`config.mk`:
```
export PLATFORM = sky130hd
export DESIGN_NAME = polynomial_evaluator
export DESIGN_NICKNAME = d
export VERILOG_FILES = /design/src/rtl/polyev_pkg.sv /design/src/rtl/polyev_ctrl.sv /design/src/rtl/polyev_dp.sv /design/src/rtl/polynomial_evaluator.sv
export SDC_FILE = /design/constraint.sdc
export NUM_CORES = 2
export LEC_CHECK = 0
export BUFFER_PORTS_ARGS = -buffer_cell sky130_fd_sc_hd__buf_4
export CAP_MARGIN = 10
export CORE_MARGIN = 3
export CORE_UTILIZATION = 50
export CTS_CLUSTER_SIZE = 20
export DETAILED_ROUTE_END_ITERATION = 10
export GPL_TIMING_DRIVEN = 0
export PLACE_DENSITY = 0.72
export RECOVER_POWER = 25
export REMOVE_ABC_BUFFERS = 1
export SETUP_SLACK_MARGIN = 0.05
export SLEW_MARGIN = 25
export SYNTH_ARGS = -nofsm -noshare
export SYNTH_HDL_FRONTEND = slang
export SYNTH_SLANG_ARGS = --single-unit
export TNS_END_PERCENT = 100
```
`constraint.sdc`:
```
create_clock -name clock -period 26.6 [get_ports clock]
set_clock_uncertainty 0.05 [all_clocks]
set_input_delay 5.32 -clock clock [delete_from_list [all_inputs] [get_ports clock]]
set_output_delay 5.32 -clock clock [all_outputs]
set_load 0.005 [all_outputs]
```
`src/rtl/polyev_pkg.sv`:
```
package polyev_pkg;

   // sizes
   localparam int MAX_TERMS   = 7;
   localparam int POINT_W     = 16;
   localparam int COEF_W      = 16;
   localparam int VALUE_W     = 32;
   localparam int TERM_W      = 3;
   localparam int CSR_INDEX_W = 4;
   localparam int COEF_SEL_W  = (MAX_TERMS > 1) ? $clog2(MAX_TERMS) : 1;

   // fixed point: Q8.8 coefficient to Q16.16, Q4.12 point
   localparam int COEF_SHIFT  = 8;
   localparam int FRAC_SHIFT  = 12;

   // register indexes
   localparam logic [CSR_INDEX_W-1:0] REG_TERM_COUNT  = CSR_INDEX_W'(0);
   localparam logic [CSR_INDEX_W-1:0] REG_FACTOR_BASE = CSR_INDEX_W'(1);

   typedef enum logic [1:0] {
      ST_IDLE,
      ST_RUN,
      ST_DONE
   } state_type;

   // controller to datapath
   typedef struct packed {
      logic load;
      logic step;
      logic emit;
   } cmd_type;

   // datapath to controller
   typedef struct packed {
      logic single_term;
      logic last_step;
   } status_type;

endpackage

```
`src/rtl/polyev_ctrl.sv`:
```
module polyev_ctrl import polyev_pkg::*; (
   input  logic       clock,
   input  logic       reset,
   input  logic       req_tvalid,
   output logic       req_tready,
   output logic       rsp_tvalid,
   input  logic       rsp_tready,
   input  status_type status,
   output cmd_type    cmd
);

   state_type state_ff, state_in;
   logic      rsp_valid_ff, rsp_valid_in;
   logic      out_free;

   // output slot is free when empty or being drained this cycle
   assign out_free   = !rsp_valid_ff || rsp_tready;
   assign rsp_tvalid = rsp_valid_ff;

   // state register
   always_ff @(posedge clock) begin
      if (reset) begin
         state_ff     <= ST_IDLE;
         rsp_valid_ff <= 1'b0;
      end else begin
         state_ff     <= state_in;
         rsp_valid_ff <= rsp_valid_in;
      end
   end

   // next state and commands
   always_comb begin
      state_in     = state_ff;
      cmd          = '0;
      req_tready   = 1'b0;
      rsp_valid_in = rsp_valid_ff && !rsp_tready;
      case (state_ff)
         ST_IDLE: begin
            req_tready = 1'b1;
            if (req_tvalid) begin
               cmd.load = 1'b1;
               state_in = status.single_term ? ST_DONE : ST_RUN;
            end
         end
         ST_RUN: begin
            cmd.step = 1'b1;
            if (status.last_step) begin
               state_in = ST_DONE;
            end
         end
         ST_DONE: begin
            if (out_free) begin
               cmd.emit     = 1'b1;
               rsp_valid_in = 1'b1;
               state_in     = ST_IDLE;
            end
         end
         default: begin
            state_in = ST_IDLE;
         end
      endcase
   end

endmodule

```
`src/rtl/polyev_dp.sv`:
```
module polyev_dp import polyev_pkg::*; (
   input  logic                      clock,
   input  logic                      reset,
   input  logic                      csr_valid,
   input  logic                      csr_ready,
   input  logic [CSR_INDEX_W-1:0]    csr_index,
   input  logic [COEF_W-1:0]         csr_data,
   input  logic signed [POINT_W-1:0] point,
   input  cmd_type                   cmd,
   output status_type                status,
   output logic signed [VALUE_W-1:0] value,
   output logic                      overflow
);

   localparam int PROD_W = VALUE_W + POINT_W;
   localparam int RND_W  = PROD_W + 1;
   localparam int SHIFT_W = RND_W - FRAC_SHIFT;
   localparam int SUM_W  = SHIFT_W + 1;
   localparam logic signed [RND_W-1:0] ROUND_BIAS = RND_W'(1) <<< (FRAC_SHIFT - 1);
   localparam logic signed [VALUE_W-1:0] VALUE_MAX = {1'b0, {(VALUE_W-1){1'b1}}};
   localparam logic signed [VALUE_W-1:0] VALUE_MIN = {1'b1, {(VALUE_W-1){1'b0}}};

   logic [TERM_W-1:0]         term_count_ff;
   logic signed [COEF_W-1:0]  factor_ff [MAX_TERMS];
   logic signed [POINT_W-1:0] x_ff;
   logic signed [VALUE_W-1:0] acc_ff, acc_in;
   logic                      ovf_ff, ovf_in;
   logic [COEF_SEL_W-1:0]     idx_ff, idx_in;
   logic signed [VALUE_W-1:0] rsp_value_ff;
   logic                      rsp_ovf_ff;

   logic [COEF_SEL_W-1:0]     top_sel, coef_sel;
   logic signed [COEF_W-1:0]  coef;
   logic signed [VALUE_W-1:0] coef_wide;
   logic signed [PROD_W-1:0]  prod;
   logic signed [RND_W-1:0]   rnd_sum;
   logic signed [SHIFT_W-1:0] shifted;
   logic signed [SUM_W-1:0]   next_sum;
   logic                      sat;
   logic signed [VALUE_W-1:0] clamped;

   // configuration registers
   always_ff @(posedge clock) begin
      if (reset) begin
         term_count_ff <= TERM_W'(1);
         for (int i = 0; i < MAX_TERMS; i++) begin
            factor_ff[i] <= '0;
         end
      end else if (csr_valid && csr_ready) begin
         if (csr_index == REG_TERM_COUNT) begin
            term_count_ff <= csr_data[TERM_W-1:0];
         end else if (csr_index >= REG_FACTOR_BASE &&
                      int'(csr_index) < int'(REG_FACTOR_BASE) + MAX_TERMS) begin
            factor_ff[COEF_SEL_W'(csr_index - REG_FACTOR_BASE)] <= csr_data;
         end
      end
   end

   // index of the highest coefficient in use, zero and oversize counts clamped
   always_comb begin
      if (term_count_ff == '0) begin
         top_sel = '0;
      end else if (int'(term_count_ff) > MAX_TERMS) begin
         top_sel = COEF_SEL_W'(MAX_TERMS - 1);
      end else begin
         top_sel = COEF_SEL_W'(term_count_ff - TERM_W'(1));
      end
   end

   // single coefficient read port, Q8.8 sign extended to Q16.16
   assign coef_sel  = cmd.load ? top_sel : idx_ff - COEF_SEL_W'(1);
   assign coef      = factor_ff[coef_sel];
   assign coef_wide = VALUE_W'($signed({coef, {COEF_SHIFT{1'b0}}}));

   // horner step: acc * x, round to nearest, add coefficient, saturate
   assign prod     = PROD_W'(acc_ff) * PROD_W'(x_ff);
   assign rnd_sum  = RND_W'(prod) + ROUND_BIAS;
   assign shifted  = SHIFT_W'(rnd_sum >>> FRAC_SHIFT);
   assign next_sum = SUM_W'(shifted) + SUM_W'(coef_wide);
   assign sat      = !((&next_sum[SUM_W-1:VALUE_W-1]) || !(|next_sum[SUM_W-1:VALUE_W-1]));
   assign clamped  = sat ? (next_sum[SUM_W-1] ? VALUE_MIN : VALUE_MAX)
                         : next_sum[VALUE_W-1:0];

   // working register updates
   always_comb begin
      acc_in = acc_ff;
      ovf_in = ovf_ff;
      idx_in = idx_ff;
      if (cmd.load) begin
         acc_in = coef_wide;
         ovf_in = 1'b0;
         idx_in = top_sel;
      end else if (cmd.step) begin
         acc_in = clamped;
         ovf_in = ovf_ff || sat;
         idx_in = idx_ff - COEF_SEL_W'(1);
      end
   end

   always_ff @(posedge clock) begin
      if (reset) begin
         idx_ff <= '0;
      end else begin
         idx_ff <= idx_in;
      end
   end

   always_ff @(posedge clock) begin
      acc_ff <= acc_in;
      ovf_ff <= ovf_in;
      if (cmd.load) begin
         x_ff <= point;
      end
      if (cmd.emit) begin
         rsp_value_ff <= acc_ff;
         rsp_ovf_ff   <= ovf_ff;
      end
   end

   assign status.single_term = (top_sel == '0);
   assign status.last_step   = (idx_ff == COEF_SEL_W'(1));
   assign value              = rsp_value_ff;
   assign overflow           = rsp_ovf_ff;

endmodule

```
`src/rtl/polynomial_evaluator.sv`:
```
// Polynomial evaluator, Horner's rule, fixed point.
// req channel: one beat carries the point x (signed Q4.12) in req_tdata.
// rsp channel: one beat per request, value (signed Q16.16, saturated) in
//    rsp_tdata and the overflow flag in rsp_tuser.
// csr channel: register 0 is the term count (1..7, zero reads as one),
//    registers 1..7 are the coefficients of x^0..x^6 (signed Q8.8);
//    csr_ready is always high, indexes above 7 are dropped; write only idle.
// Timing: the accepting edge loads the top coefficient, then the shared
//    multiply-add unit takes a step for each extra term, then the sum
//    moves into the output register; rsp_tvalid rises and req_tready
//    returns in the same cycle, so a new request is taken only once
//    the previous result sits in the output register.
// Stall: the output register holds one result; while it waits, one more
//    request is taken and evaluated, then the block holds it until the
//    output register frees and keeps req_tready low meanwhile.
// Reset: synchronous, active high; term count returns to one, all
//    coefficients to zero, both channels empty.
module polynomial_evaluator import polyev_pkg::*; (
   input  logic                   clock,
   input  logic                   reset,
   input  logic                   req_tvalid,
   output logic                   req_tready,
   input  logic [POINT_W-1:0]     req_tdata,   // [15:0] point
   output logic                   rsp_tvalid,
   input  logic                   rsp_tready,
   output logic [VALUE_W-1:0]     rsp_tdata,   // [31:0] value
   output logic                   rsp_tuser,   // [0] overflow
   input  logic                   csr_valid,
   output logic                   csr_ready,
   input  logic [CSR_INDEX_W-1:0] csr_index,
   input  logic [COEF_W-1:0]      csr_data
);

   cmd_type                   cmd;
   status_type                status;
   logic signed [VALUE_W-1:0] value;

   assign csr_ready = 1'b1;

   polyev_ctrl u_ctrl (
      .clock      (clock),
      .reset      (reset),
      .req_tvalid (req_tvalid),
      .req_tready (req_tready),
      .rsp_tvalid (rsp_tvalid),
      .rsp_tready (rsp_tready),
      .status     (status),
      .cmd        (cmd)
   );

   polyev_dp u_dp (
      .clock     (clock),
      .reset     (reset),
      .csr_valid (csr_valid),
      .csr_ready (csr_ready),
      .csr_index (csr_index),
      .csr_data  (csr_data),
      .point     (req_tdata),
      .cmd       (cmd),
      .status    (status),
      .value     (value),
      .overflow  (rsp_tuser)
   );

   assign rsp_tdata = value;

   // one item in flight: an accepted beat blocks the next cycle
   a_one_in_flight: assert property (@(posedge clock) disable iff (reset)
      req_tvalid && req_tready |=> !req_tready)
      else $error("request taken while an evaluation is in flight");

   // a new result lands only as the controller returns to idle
   a_result_at_idle: assert property (@(posedge clock) disable iff (reset)
      $rose(rsp_tvalid) |-> req_tready)
      else $error("result loaded outside the return to idle");

   // load and step, or step and emit, never issued together
   a_cmd_exclusive: assert property (@(posedge clock) disable iff (reset)
      !(cmd.load && cmd.step) && !(cmd.step && cmd.emit))
      else $error("conflicting datapath commands");

endmodule

```
==> results.txt <==
status -> finished, final reports clean
post-route cell area -> 30440 um^2
Inserted Clock Buffers -> 27
die width -> 242.8 um
Fin Hold WS -> 0.3836 ns
commonest non-fill, non-tap cell in the layout -> inv_1
remaining antenna violation count -> 0
gr ovfl total -> 0
post-synthesis sequential area ratio -> 22.24%
Cell Area, Synth -> 28040 um^2
most frequent cells in the layout -> inv_1 (638), fa_1 (492), nand2_1 (350)
synth unique cells -> 74
Clk Latency, worst-skew pair -> 0.59 ns
kind of critical path -> input port to flip-flop
top_reg_cell synth -> edfxtp_1
critical path's largest stage delay -> 0.89 ns
Tmin final -> 11.79 ns
Final Util -> 55.04%
crit path cell chain -> buf_4 > nand2_2 > inv_1 > o21ai_4 > buf_16 > mux4_2 > mux2i_1 > inv_1 > ha_1 > and2_1 > and3_1 > nand3_1 > a211o_1 > nor4b_1 > nor4_2 > nand4_1 > or4b_1 > nand2_8 > a31oi_1
CTS Root Cell -> clkbuf_16
Slew @ Worst Pin -> 1.399 ns
Critical Path RT -> 26.84 ns
GR Util met3 -> 4.761%
crit end category -> flip-flop
Slowest cell on crit path -> or4b_1
PostCTS Resize Cnt -> 0
Pins Over Slew Limit -> 0
I/O pin cnt -> 77
Iteration-0 DRC Markers -> 1360
antenna diode count -> 0
synthesized area per cell -> 9.932 um^2
ratio of final minimum period to clock period -> 44.32%
postcts setup bufs -> 0
max-cap violation count -> 0
synthesized instance count -> 2823
Critical Path Start Type -> input port
largest net degree at the start of global routing -> 33
Die Height -> 242.8 um
via count -> 19580
CP most frequent cell -> inv_1
Post-synth EDFFs -> 185
Tot GR Track Use -> 23.51%
setup TNS -> 0 ns
Syn-to-layout area delta -> 8.568%
fillers -> 4870
Routed WL -> 66620 um
Worst EP arrival -> 12.03 ns
Yosys top cell area share -> 35.13%
#FFs+latches synth -> 219
Clock Tree Buf Depth -> 3
GPL Wtd Cong -> 0.9324
detailed placer's ending HPWL -> 52370 um
RSZ-0062 raised after global routing -> no
synth warn -> 0
Cell Area, Placed -> 29570 um^2
global-route wire length before repair -> 111400 um
layout cells sized above 1 -> 7.095%
# hold bufs at CTS -> 0
std cell rows -> 86
htree depth -> 1
fmax -> 0.08482 GHz
crit path max fanout -> 32
FFs w/ async S/R, synth -> 0%
core footprint -> 55310 um^2
Layout Nets -> 3520
GRT busiest layer -> met2
Hold Vio Cnt, Final -> 0
GR Layer Usage met1 -> 30.24%
largest cells by area after synthesis -> fa_1 (35%), edfxtp_1 (20%), inv_1 (8.6%)
vias per cell -> 5.426
met2 usage -> 40.44%
port bufs -> 75
vias in the first global route -> 21690
CTS tree -> done
clk sinks -> 219
Residual DRC -> 0
Hold Path Class -> flip-flop to flip-flop
Initial Util -> 50.70%
post-synth top area cell -> fa_1
DR pass1 iterations -> 5
routed len/inst -> 18.46 um
Rel. slew slack -> 6.756%
clock-pin slew on the worst setup and hold paths -> 0.06 ns
die area -> 58960 um^2
initial antenna violation count -> 0
Final Setup Violations -> 0
cell usage after synthesis (5+ instances only):
| master | number |
|---|---|
| mux4_2 | 32 |
| nor3_1 | 14 |
| a21o_1 | 27 |
| o22a_1 | 10 |
| and3_1 | 5 |
| dfxtp_1 | 34 |
| o21bai_1 | 10 |
| o2bb2ai_1 | 8 |
| fa_1 | 492 |
| inv_1 | 639 |
| xnor2_1 | 52 |
| o22ai_1 | 14 |
| a211oi_1 | 8 |
| o21ai_0 | 41 |
| ha_1 | 147 |
| mux2i_1 | 17 |
| nand2_1 | 352 |
| nand3_1 | 16 |
| nand2b_1 | 23 |
| a21oi_1 | 83 |
| o21a_1 | 11 |
| and2_1 | 241 |
| nor2b_1 | 8 |
| buf_4 | 5 |
| edfxtp_1 | 185 |
| xor2_1 | 18 |
| o31ai_1 | 7 |
| o211ai_1 | 5 |
| clkbuf_1 | 98 |
| a31oi_1 | 13 |
| nand4_1 | 11 |
| nor2_1 | 127 |
registers in the layout, summed over array words and instances, names as in the netlist:
register,flops
u_dp.overflow,1
u_ctrl.state_ff,2
u_dp.term_count_ff,3
u_ctrl.rsp_tvalid,1
u_dp.factor_ff,128
u_dp.ovf_ff,1
u_dp.value,32
u_dp.idx_ff,3
u_dp.x_ff,16
u_dp.acc_ff,32
per-layer routing:
layer | up-vias | wire (um) | share of wire [%]
met1 | 10060 | 26420 | 40
li1 | 8727 | - | -
met4 | 0 | 1931 | 2.9
met3 | 135 | 5084 | 7.6
met5 | - | 0 | 0
met2 | 657 | 33180 | 50
layout make-up:
class,count,area (um^2),area share (%)
clock inverter,13,166.4,0.5467
tap,748,935.9,3.074
clock buffer,37,733.2,2.409
inverter,639,2399,7.879
sequential,219,6236,20.48
timing repair buffer,101,962.2,3.161
multi-input combinational,1852,19010,62.45
worst paths after layout:
| kind | start | cells past startpoint | slack, ns | to |
|---|---|---|---|---|
| worst max-delay path | req_tvalid | 19 | 14.81 | u_dp.acc_ff[28] |
| worst min-delay path | u_dp.ovf_ff | 0 | 0.38 | u_dp.overflow |
| worst max register to register | u_dp.acc_ff[4] | 35 | 15.79 | u_dp.acc_ff[28] |
| worst min register to register | u_dp.ovf_ff | 0 | 0.38 | u_dp.overflow |
stage by stage:
step | instances | setup slack [ns]
floorplan | 2710 | 14.16
global placement | 3533 | 11.80
detailed placement | 3558 | 14.27
CTS | 3608 | 14.88
global route | 3609 | 14.23
finish | 3609 | 14.81
cells by family after synthesis:
logic type               Yosys count  share of synthesized area [%]
flip-flops                       219                          22.24
buffers and inverters            752                          10.28
AO/OA/AOI/OAI                    273                          6.319
XOR/XNOR                          70                          2.187
AND/OR/NAND/NOR                  818                          14.02
other                              1                        0.01337
adder cells (fa/ha/maj)          639                          41.69
multiplexers                      51                          3.257
critical path, delay by kind of cell:
| kind | cells | cell delay (ns) |
|---|---|---|
| compound gates | 3 | 1.15 |
| fa+ha+maj | 1 | 0.48 |
| buf+inv | 4 | 1.36 |
| mux | 2 | 0.72 |
| simple gates | 9 | 2.96 |
Power is left out: the tool's default activity adds up to more than one toggle a clock period on the data nets, which glitch-free logic cannot reach.
